`config.mk`:
```
export PLATFORM = sky130hd
export DESIGN_NAME = draw_batch_texture_slot_manager_core
export DESIGN_NICKNAME = d
export VERILOG_FILES = /design/src/rtl/dbts_pkg.sv /design/src/rtl/dbts_ctrl.sv /design/src/rtl/dbts_datapath.sv /design/src/rtl/draw_batch_texture_slot_manager_core.sv
export SDC_FILE = /design/constraint.sdc
export NUM_CORES = 1
export LEC_CHECK = 0
export ABC_AREA = 1
export CAP_MARGIN = 20
export CORE_MARGIN = 2
export CORE_UTILIZATION = 45
export CTS_BUF_LIST = sky130_fd_sc_hd__clkbuf_8
export DETAILED_ROUTE_END_ITERATION = 8
export DONT_BUFFER_PORTS = 1
export PLACE_DENSITY_LB_ADDON = 0.1
export SYNTH_ARGS = -nofsm -noshare
export SYNTH_HDL_FRONTEND = slang
export SYNTH_SLANG_ARGS = --single-unit
```
`constraint.sdc`:
```
create_clock -name clock -period 5.05 [get_ports clock]
set_clock_uncertainty 0.2 [all_clocks]
set_input_delay 0.505 -clock clock [delete_from_list [all_inputs] [get_ports clock]]
set_output_delay 0.505 -clock clock [all_outputs]
set_load 0.005 [all_outputs]
```
`src/rtl/dbts_pkg.sv`:
```
package dbts_pkg;

   localparam int QUAD_CAPACITY   = 16384;
   localparam int LINE_CAPACITY   = 8192;
   localparam int CIRCLE_CAPACITY = 4096;
   localparam int SLOT_COUNT      = 32;

   localparam int KEY_DEPTH  = 32;
   localparam int SLOT_W     = $clog2(KEY_DEPTH);
   localparam int USED_W     = SLOT_W + 1;
   localparam int KEY_W      = 32;
   localparam int QUAD_CNT_W   = $clog2(QUAD_CAPACITY + 1);
   localparam int LINE_CNT_W   = $clog2(LINE_CAPACITY + 1);
   localparam int CIRCLE_CNT_W = $clog2(CIRCLE_CAPACITY + 1);

   typedef enum logic [2:0] {
      ACT_BEGIN   = 3'd0,
      ACT_END     = 3'd1,
      ACT_COLOR   = 3'd2,
      ACT_TEXTURE = 3'd3,
      ACT_LINE    = 3'd4,
      ACT_CIRCLE  = 3'd5
   } action_type;

   typedef struct packed {
      logic [2:0]       action;
      logic [KEY_W-1:0] texture_key;
   } req_type;

   typedef struct packed {
      logic              flushed;
      logic [1:0]        draws_issued;
      logic [SLOT_W-1:0] texture_slot;
      logic              slot_new;
   } rsp_type;

   // Sequencing commands from the controller to the datapath.
   typedef struct packed {
      logic load;
      logic match;
      logic apply;
   } ctrl_cmd_type;

endpackage

```
`src/rtl/dbts_ctrl.sv`:
```
module dbts_ctrl
   import dbts_pkg::*;
(
   input  logic         clock,
   input  logic         reset,
   input  logic         start,
   output logic         busy,
   output ctrl_cmd_type cmd
);

   typedef enum logic [2:0] {
      ST_IDLE  = 3'b001,
      ST_MATCH = 3'b010,
      ST_APPLY = 3'b100
   } state_type;

   state_type state_ff, state_in;
   logic      accept;

   assign busy   = (state_ff == ST_MATCH);
   assign accept = start && !busy;

   always_comb begin
      state_in = state_ff;
      case (state_ff)
         ST_IDLE: begin
            if (accept) state_in = ST_MATCH;
         end
         ST_MATCH: begin
            state_in = ST_APPLY;
         end
         ST_APPLY: begin
            // A new beat may enter while the previous one is applied.
            state_in = accept ? ST_MATCH : ST_IDLE;
         end
         default: begin
            state_in = ST_IDLE;
         end
      endcase
   end

   always_ff @(posedge clock) begin
      if (reset) begin
         state_ff <= ST_IDLE;
      end else begin
         state_ff <= state_in;
      end
   end

   assign cmd.load  = accept;
   assign cmd.match = (state_ff == ST_MATCH);
   assign cmd.apply = (state_ff == ST_APPLY);

endmodule

```
`src/rtl/dbts_datapath.sv`:
```
module dbts_datapath
   import dbts_pkg::*;
(
   input  logic         clock,
   input  logic         reset,
   input  ctrl_cmd_type cmd,
   input  req_type      req_data,
   output logic         rsp_valid,
   output rsp_type      rsp_data
);

   req_type                 req_ff;
   logic [KEY_W-1:0]        keys_ff [KEY_DEPTH];
   logic [KEY_DEPTH-1:0]    match_ff, match_in;
   logic [USED_W-1:0]       slots_used_ff, slots_used_in;
   logic [QUAD_CNT_W-1:0]   quad_count_ff, quad_count_in;
   logic [LINE_CNT_W-1:0]   line_count_ff, line_count_in;
   logic [CIRCLE_CNT_W-1:0] circle_count_ff, circle_count_in;
   logic                    rsp_valid_ff;
   rsp_type                 rsp_ff, rsp_in;

   logic                    key_we;
   logic [SLOT_W-1:0]       key_waddr;
   logic [SLOT_W-1:0]       hit_slot;
   logic                    hit;
   logic                    quad_full, line_full, circle_full;
   logic                    flush;
   logic [1:0]              nonempty;
   logic [USED_W-1:0]       base_used;

   always_ff @(posedge clock) begin
      if (cmd.load) req_ff <= req_data;
   end

   // All slots in use other than slot 0 are compared against the key at once.
   always_comb begin
      for (int i = 0; i < KEY_DEPTH; i++) begin
         match_in[i] = (keys_ff[i] == req_ff.texture_key) && (i != 0) &&
                       (USED_W'(i) < slots_used_ff);
      end
   end

   always_ff @(posedge clock) begin
      if (cmd.match) match_ff <= match_in;
   end

   always_comb begin
      hit_slot = '0;
      for (int i = KEY_DEPTH - 1; i >= 0; i--) begin
         if (match_ff[i]) hit_slot = SLOT_W'(i);
      end
   end

   assign quad_full   = (quad_count_ff >= QUAD_CNT_W'(QUAD_CAPACITY));
   assign line_full   = (line_count_ff >= LINE_CNT_W'(LINE_CAPACITY));
   assign circle_full = (circle_count_ff >= CIRCLE_CNT_W'(CIRCLE_CAPACITY));
   assign nonempty    = {1'b0, quad_count_ff != '0} + {1'b0, line_count_ff != '0} +
                        {1'b0, circle_count_ff != '0};

   always_comb begin
      rsp_in          = '0;
      slots_used_in   = slots_used_ff;
      quad_count_in   = quad_count_ff;
      line_count_in   = line_count_ff;
      circle_count_in = circle_count_ff;
      key_we          = 1'b0;
      key_waddr       = slots_used_ff[SLOT_W-1:0];
      flush           = 1'b0;
      hit             = 1'b0;
      base_used       = slots_used_ff;
      case (req_ff.action)
         ACT_BEGIN: begin
            flush = 1'b1;
         end
         ACT_END: begin
            rsp_in.draws_issued = nonempty;
         end
         ACT_COLOR: begin
            flush = quad_full;
         end
         ACT_TEXTURE: begin
            // A flush for a full quad batch empties the table, so nothing can hit.
            hit   = (|match_ff) && !quad_full;
            flush = quad_full || (!hit && (slots_used_ff >= USED_W'(SLOT_COUNT)));
         end
         ACT_LINE: begin
            flush = line_full;
         end
         ACT_CIRCLE: begin
            flush = circle_full;
         end
         default: begin
         end
      endcase

      if (flush) begin
         quad_count_in   = '0;
         line_count_in   = '0;
         circle_count_in = '0;
         slots_used_in   = USED_W'(1);
         base_used       = USED_W'(1);
         if (req_ff.action != ACT_BEGIN) begin
            rsp_in.flushed      = 1'b1;
            rsp_in.draws_issued = nonempty;
         end
      end

      case (req_ff.action)
         ACT_COLOR: begin
            quad_count_in = quad_count_in + QUAD_CNT_W'(1);
         end
         ACT_TEXTURE: begin
            quad_count_in = quad_count_in + QUAD_CNT_W'(1);
            if (hit) begin
               rsp_in.texture_slot = hit_slot;
            end else begin
               key_we              = 1'b1;
               key_waddr           = base_used[SLOT_W-1:0];
               rsp_in.texture_slot = base_used[SLOT_W-1:0];
               rsp_in.slot_new     = 1'b1;
               slots_used_in       = base_used + USED_W'(1);
            end
         end
         ACT_LINE: begin
            line_count_in = line_count_in + LINE_CNT_W'(1);
         end
         ACT_CIRCLE: begin
            circle_count_in = circle_count_in + CIRCLE_CNT_W'(1);
         end
         default: begin
         end
      endcase
   end

   always_ff @(posedge clock) begin
      if (cmd.apply && key_we) keys_ff[key_waddr] <= req_ff.texture_key;
   end

   always_ff @(posedge clock) begin
      if (cmd.apply) rsp_ff <= rsp_in;
   end

   always_ff @(posedge clock) begin
      if (reset) begin
         slots_used_ff   <= USED_W'(1);
         quad_count_ff   <= '0;
         line_count_ff   <= '0;
         circle_count_ff <= '0;
         rsp_valid_ff    <= 1'b0;
      end else begin
         rsp_valid_ff <= cmd.apply;
         if (cmd.apply) begin
            slots_used_ff   <= slots_used_in;
            quad_count_ff   <= quad_count_in;
            line_count_ff   <= line_count_in;
            circle_count_ff <= circle_count_in;
         end
      end
   end

   assign rsp_valid = rsp_valid_ff;
   assign rsp_data  = rsp_ff;

endmodule

```
`src/rtl/draw_batch_texture_slot_manager_core.sv`:
```
// Steps: the beat is registered on acceptance, the parallel key match is registered next,
// and flush, allocation and counting are then applied and the result strobe registered.
// A new command may be accepted while the previous one is applied, but not while busy.
// Reset clears the batch counters and sets the slots in use to one; the key table
// is not cleared, and only allocated slots are ever compared. The receiver cannot stall.
module draw_batch_texture_slot_manager_core
   import dbts_pkg::*;
(
   input  logic    clock,
   input  logic    reset,
   input  logic    start,
   output logic    busy,
   input  req_type req_data,
   output logic    rsp_valid,
   output rsp_type rsp_data
);

   ctrl_cmd_type cmd;

   dbts_ctrl u_ctrl (
      .clock (clock),
      .reset (reset),
      .start (start),
      .busy  (busy),
      .cmd   (cmd)
   );

   dbts_datapath u_datapath (
      .clock     (clock),
      .reset     (reset),
      .cmd       (cmd),
      .req_data  (req_data),
      .rsp_valid (rsp_valid),
      .rsp_data  (rsp_data)
   );

`ifndef NO_ASSERTIONS
   a_accept_then_busy: assert property (@(posedge clock) disable iff (reset)
      (start && !busy) |=> busy)
      else $error("accepted beat did not enter the match cycle");

   a_busy_one_cycle: assert property (@(posedge clock) disable iff (reset)
      busy |=> !busy)
      else $error("match cycle lasted longer than one cycle");

   a_busy_gives_result: assert property (@(posedge clock) disable iff (reset)
      busy |-> ##2 rsp_valid)
      else $error("matched command produced no result");

   a_new_slot_nonzero: assert property (@(posedge clock) disable iff (reset)
      (rsp_valid && rsp_data.slot_new) |-> (rsp_data.texture_slot != '0))
      else $error("new key placed in the white slot");

   a_flush_draws: assert property (@(posedge clock) disable iff (reset)
      (rsp_valid && rsp_data.flushed) |-> (rsp_data.draws_issued != 2'd0))
      else $error("flush reported without any batch drawn");
`endif

endmodule

```
# ---- After elaboration in Yosys (flattened, before gate mapping)
# Memories as Yosys holds them, arrays and structs flattened.
# Cells that the tools add are included.
dict set report word_totals {
  elab_cells 196
  memories 1
  inputBits 38
  ram_bits 1024
  reg_bits 127
}
dict set report op_classes {
  n_lt_le_gt_ge 35
  addsub 6
  eq_ne 40
  n_mux 55
  reduce_logical 46
}
# memory words width read_ports rd_clocked_by_memory_dff write_ports line
set memory_table {}
lappend memory_table {u_datapath.keys_ff 32 32 31 0 1 dbts_datapath.sv:13} ;# logic [KEY_W-1:0] keys_ff [KEY_DEPTH];
# operator n
set op_table {}
lappend op_table {{== test 32 bit} 31}
lappend op_table {{2-to-1 mux 5 bit} 34}
lappend op_table {{< comparator 5 x 6 -> 1 bit (first input constant)} 16}
lappend op_table {{< comparator 4 x 6 -> 1 bit (first input constant)} 8}
lappend op_table {{logical AND 1 bit} 35}
lappend op_table {{OR reduction 31 bit} 1}
lappend op_table {{2-to-1 mux 15 bit} 2}
lappend op_table {{2-to-1 mux 14 bit} 2}
lappend op_table {{2-to-1 mux 13 bit} 2}
lappend op_table {{< comparator 3 x 6 -> 1 bit (first input constant)} 4}
lappend op_table {{2-to-1 mux 6 bit} 3}
lappend op_table {{adder 15 x 1 -> 15 bit (second input constant)} 1}
lappend op_table {{greater-or-equal comparator 15 bit (second input constant)} 1}
lappend op_table {{nonzero test 15 bit} 1}
lappend op_table {{adder 14 x 1 -> 14 bit (second input constant)} 1}
lappend op_table {{greater-or-equal comparator 14 bit (second input constant)} 1}
lappend op_table {{nonzero test 14 bit} 1}
lappend op_table {{adder 13 x 1 -> 13 bit (second input constant)} 1}
lappend op_table {{greater-or-equal comparator 13 bit (second input constant)} 1}
lappend op_table {{nonzero test 13 bit} 1}
lappend op_table {{< comparator 2 x 6 -> 1 bit (first input constant)} 2}
lappend op_table {{== test 3 x 2 -> 1 bit (second input constant)} 3}
lappend op_table {{== test 3 bit (second input constant)} 3}
lappend op_table {{case mux 3 bit (3 select lines)} 1}
lappend op_table {{other kinds (16)} 26}

# ---- Depth between registers and ports, before layout
dict set report logic_depth {
  word_depth 32
  mapped_depth 31
}

# ---- Hierarchy
# Synthesis repeated with hierarchy kept, for this count alone.
dict set report unflattened {
  hier_cells 3665
  hier_area_um2 48156.2
}
# module seq_area_each_um2 cells_per_inst n_inst area_per_inst_um2
set by_module_without_submodules {}
lappend by_module_without_submodules {dbts_datapath 33021.7 3644 1 47993.5}
lappend by_module_without_submodules {dbts_ctrl 60.1 21 1 162.7}

# ---- Worst setup path before layout
# OpenSTA, ideal clock, no wires.
dict set report synth_timing {
  kind {reg2reg}
  start {reg u_ctrl.state_ff[1]}
  end {reg u_ctrl.state_ff[0]}
  setup_slack_ps -38
  setup_ps 58
  n_path_buf 0
  path_stages_with_launch 7
  required_time_ps 4792
  arrival_ps 4830
  path_cell_list {dfxtp_1 inv_1 nor3_1 nor2_1 o211ai_1 o21ai_0 inv_1}
}
# element line
set synth_lines {}
lappend synth_lines {{start, declared} dbts_ctrl.sv:17} ;# state_type state_ff, state_in;
lappend synth_lines {{start signal, assigned} dbts_ctrl.sv:46} ;# state_ff <= state_in;

# ---- Worst setup path after layout
dict set report layout_timing {
  start {reg u_datapath.match_ff[30]}
  end {mem u_datapath.keys_ff[5][9] (enable)}
}
dict set report layout_via {
  elab_chain_cells 9
  word_cells_on_any_way 15
  classes_between {9 x mux; 6 x reduce/logical}
}
# element line
set layout_lines {}
lappend layout_lines {{start, declared} dbts_datapath.sv:14} ;# logic [KEY_DEPTH-1:0] match_ff, match_in;
lappend layout_lines {{start signal, assigned} dbts_datapath.sv:44} ;# if (cmd.match) match_ff <= match_in;
lappend layout_lines {{OR reduction 31 bit *} dbts_datapath.sv:83} ;# hit = (|match_ff) && !quad_full;
lappend layout_lines {{logical AND 1 bit *} dbts_datapath.sv:83}
lappend layout_lines {{logical NOT 1 bit} dbts_datapath.sv:84} ;# flush = quad_full || (!hit && (slots_used_ff >= USED_W'(SLOT_COUNT)));
lappend layout_lines {{logical AND 1 bit} dbts_datapath.sv:84}
lappend layout_lines {{logical OR 1 bit} dbts_datapath.sv:84}
lappend layout_lines {{case mux 1 bit (5 select lines)} dbts_datapath.sv:71} ;# case (req_ff.action)
lappend layout_lines {{2-to-1 mux 6 bit} dbts_datapath.sv:96} ;# if (flush) begin
lappend layout_lines {{2-to-1 mux 5 bit} dbts_datapath.sv:114} ;# if (hit) begin
lappend layout_lines {{2-to-1 mux 5 bit} dbts_datapath.sv:108} ;# case (req_ff.action)
lappend layout_lines {{end, declared} dbts_datapath.sv:13}
# Every way passes the cells marked *; elsewhere a longest branch is shown, timed or not.

==> out/metrics.csv <==
stage,metric,value,unit
job,MaxCap Viol Count,0,
sta,Period minus WS final,4.01,ns
critical_path,most used cell along the critical path,nor2_1,
clock_tree,"Clk pin slew, worst setup/hold paths",0.06,ns
clock_tree,H-tree depth,4,
clock_tree,CTS Buffer Depth,3,
cells_and_area,layout cells sized above 1,0.149,
grt,Overflow after GRT,0,
yosys,Yosys cell types,61,
critical_path,max incr delay on CP,0.55,ns
grt,pin count of the biggest net entering global routing,66,
min_path,worst hold start,req_data[1],
die,number of cell rows,119,
yosys,Syn. warnings,0,
critical_path,R2R Setup Slk,1.04,ns
sta,FMAX,249,MHz
routing,DR WL/cell,27.3,microns
routing,Initial DRT Pass Iterations,6,
min_path,hold path depth,1,
die,Starting Density,0.455,
clock_tree,CTS tree,done,
yosys,main flop type after synthesis,edfxtp_1,
critical_path,Worst Path Required,5.37,ns
power_and_ir_drop,Pwr per Cell Area,343,nW/um^2
clock_tree,Worst-Skew Late Latency,0.88,ns
die,Die Footprint,109000,sq um
die,Core ar.,106000,sq um
critical_path,CP Class,flip-flop to flip-flop,
critical_path,chain of cells forming the critical path,nor2_1 > nand3_1 > nor2_1 > nand3_1 > nor2_1 > nand2_1 > nand2_2 > inv_2 > nor2_8 > nand2_2 > nand2_4 > nor2_1 > clkinv_1 > nand3b_2 > nor2_2 > buf_4,
yosys,post-synth net total,3650,
critical_path,R2R depth,16,
yosys,cell area after synthesis,48100,sq um
sta,final setup vio count,0,
grt,first-pass GRT wire length,210,mm
critical_path,reg2reg end,u_datapath.keys_ff[5][9],
routing,post-route antenna net violation count,0,
routing,via/cell ratio,5.78,
critical_path,critical path endpoint category,flip-flop,
power_and_ir_drop,maximum VDD drop,0.215,mV
clock_tree,clock sink total,1119,
placement,post-DP HPWL,86.3,mm
min_path,Hold Path Sink,u_datapath.req_ff[1],
die,Die Ht,331,microns
clock_tree,number of buffers created by CTS,187,
yosys,Post-synth EDFFs,1067,
yosys,Syn Inst Count,3607,
yosys,top post-synthesis cells by area,"edfxtp_1, xnor2_1, nand2_1",
yosys,Post-synth ARST share,0,
placement,I/O Buffers,0,
die,Ports,49,
sta,Final Max Tran Viols,0,
sta,setup tns final,0,ns
yosys,Syn Area/Cell,13.3,sq um
sta,fin crit share,0.794,
grt,vias in the first global route,30500,
critical_path,CP Max Fanout,32,
sta,RSZ-0062 raised after global routing,false,
clock_tree,setup bufs post-CTS,0,
min_path,worst hold path class,primary input to flip-flop,
grt,initial antenna violation count,11,
power_and_ir_drop,Lkg Pwr,17.9,nW
sta,Max transition margin,0.0940,
routing,vias after detailed routing,31100,
grt,Global Route Usage Sum,0.270,
yosys,sequential area share after synthesis,0.688,
routing,Remaining DRCs,0,
sta,Hold Fails Final Rpt,0,
cells_and_area,synth-to-layout area growth,13.8,%
yosys,share of the synthesized area in the top cell type,0.667,
yosys,dominant cell type by area after synthesis,edfxtp_1,
critical_path,"Max stage delay cell, worst path",nand3b_2,
die,Die W,331,microns
critical_path,Worst Path Arrival,4.33,ns
yosys,register bit count reported by yosys,1119,
critical_path,CP Launch Type,flip-flop,
placement,routability cong.,0.904,
sta,Worst-Margin Slew,1.32,ns
outcome,status,"finished, final reports clean",
routing,1st-iter DRT viols,3854,
cells_and_area,fin nets,3887,
routing,WL final,147,mm
clock_tree,Clock Tree Root,clkbuf_8,
cells_and_area,fin util,0.518,
critical_path,Reg-to-Reg Start,u_datapath.match_ff[30],
[registers in the layout, summed over array words and instances (netlist names)]
name	count
u_datapath.keys_ff	992
u_datapath.req_ff	35
u_datapath.match_ff	31
u_datapath.quad_count_ff	15
u_datapath.line_count_ff	14
u_datapath.circle_count_ff	13
u_datapath.rsp_data	9
u_datapath.slots_used_ff	6
u_ctrl.state_ff	3
u_datapath.rsp_valid	1
[area by class of cell]
cell class,count,area (sq um)
diodes,5,12.5
clock buffers,193,2660
clock inverters,141,669
fillers,8884,50900
inverters,165,622
multi-input cells,2169,13900
flip-flops and latches,1119,33100
well taps,1391,1740
repair buffers,202,2030
[layer usage]
metal,part of all wire,GRT usage,up-vias
met3,0.074,0.0426,266
met2,0.46,0.418,1332
li1,-,-,13700
met5,0,0,-
met1,0.44,0.391,15900
met4,0.028,0.0894,0
[what timing repair did]
item / 4_1_cts / 5_1_grt
gates resized for setup: 0 / 0
endpoints found under the hold margin: 67 / 0
setup endpoints to repair: 0 / 0
hold buffers: 62 / 0
[kinds of logic after synthesis]
family / share of synthesized area
buffers and inverters: 0.0255
adder cells (fa/ha/maj): 0.00146
AO/OA/AOI/OAI: 0.0637
XOR/XNOR: 0.104
AND/OR/NAND/NOR: 0.117
flip-flops: 0.688
[how the worst max path moves through the flow]
stage                                        from                        end  slack, ns
after floorplan           u_datapath.match_ff[20]   u_datapath.keys_ff[1][0]       1.11
after global placement    u_datapath.match_ff[30]  u_datapath.keys_ff[5][29]       1.05
after detailed placement  u_datapath.match_ff[30]  u_datapath.keys_ff[5][12]       1.08
after CTS                 u_datapath.match_ff[30]  u_datapath.keys_ff[5][30]       1.05
after global routing       u_datapath.match_ff[8]   u_datapath.keys_ff[5][5]       0.72
final                     u_datapath.match_ff[30]   u_datapath.keys_ff[5][9]       1.04
[stage by stage]
step / setup slack [ns] / std cells / hold WS (ns) / power (mW) / cell area [sq um]
floorplan: 1.11 / 3607 / 0.245 / 11.0 / 48100
global placement: 1.05 / 4984 / 0.260 / 11.5 / 50700
detailed placement: 1.08 / 4984 / 0.274 / 11.6 / 50700
CTS: 1.05 / 5380 / 0.00161 / 18.9 / 54700
global route: 0.715 / 5383 / 0.0394 / 19.3 / 54700
finish: 1.04 / 5385 / 0.0591 / 18.7 / 54700
[synthesized netlist by cell type, types with 47 or more instances]
library cell	n
xor2_1	192
xnor2_1	380
or2_2	150
dfxtp_1	52
nand3_1	75
edfxtp_1	1067
inv_1	145
nor2_1	158
nor4_1	109
clkbuf_1	93
buf_1	47
o22ai_1	67
o21ai_0	131
a221oi_1	84
nand4_1	87
nand2_1	475
[cells in the final DEF (no fill, tap or decap), types with 7 or more instances in the layout]
master and count:
clkinv_2 15, a211oi_1 18, buf_4 112, o21ai_0 131
nor2_4 7, nand3_1 75, and3_1 7, nor2_2 38
xnor2_1 380, a2111oi_0 9, a21oi_1 40, buf_12 29
edfxtp_1 1067, dlygate4sd3_1 61, clkinv_1 52, nand2_1 475
o21ai_1 10, or4_1 7, clkbuf_8 193, o221ai_1 7
nand4_1 87, a22o_1 33, nor3_1 26, xor2_1 192
inv_1 213, nor2_1 126, or2_2 150, o2111ai_1 17
dfxtp_1 52, a221oi_1 84, nor4_1 109, o22ai_1 67
inv_2 12
[critical path, delay by kind of cell (launching register included)]
family	cells	cell delay (ns)
simple gates	13	2.42
buf+inv	3	0.60
flops	1	0.40
[power breakdown]
group / switching [mW] / total [mW] / internal (mW)
Clock: 3.67 / 7.30 / 3.64
Sequential: 0.0427 / 10.2 / 10.2
Combinational: 0.832 / 1.19 / 0.357
Total: 4.54 / 18.7 / 14.2
Power figures use the tool's default switching activity.
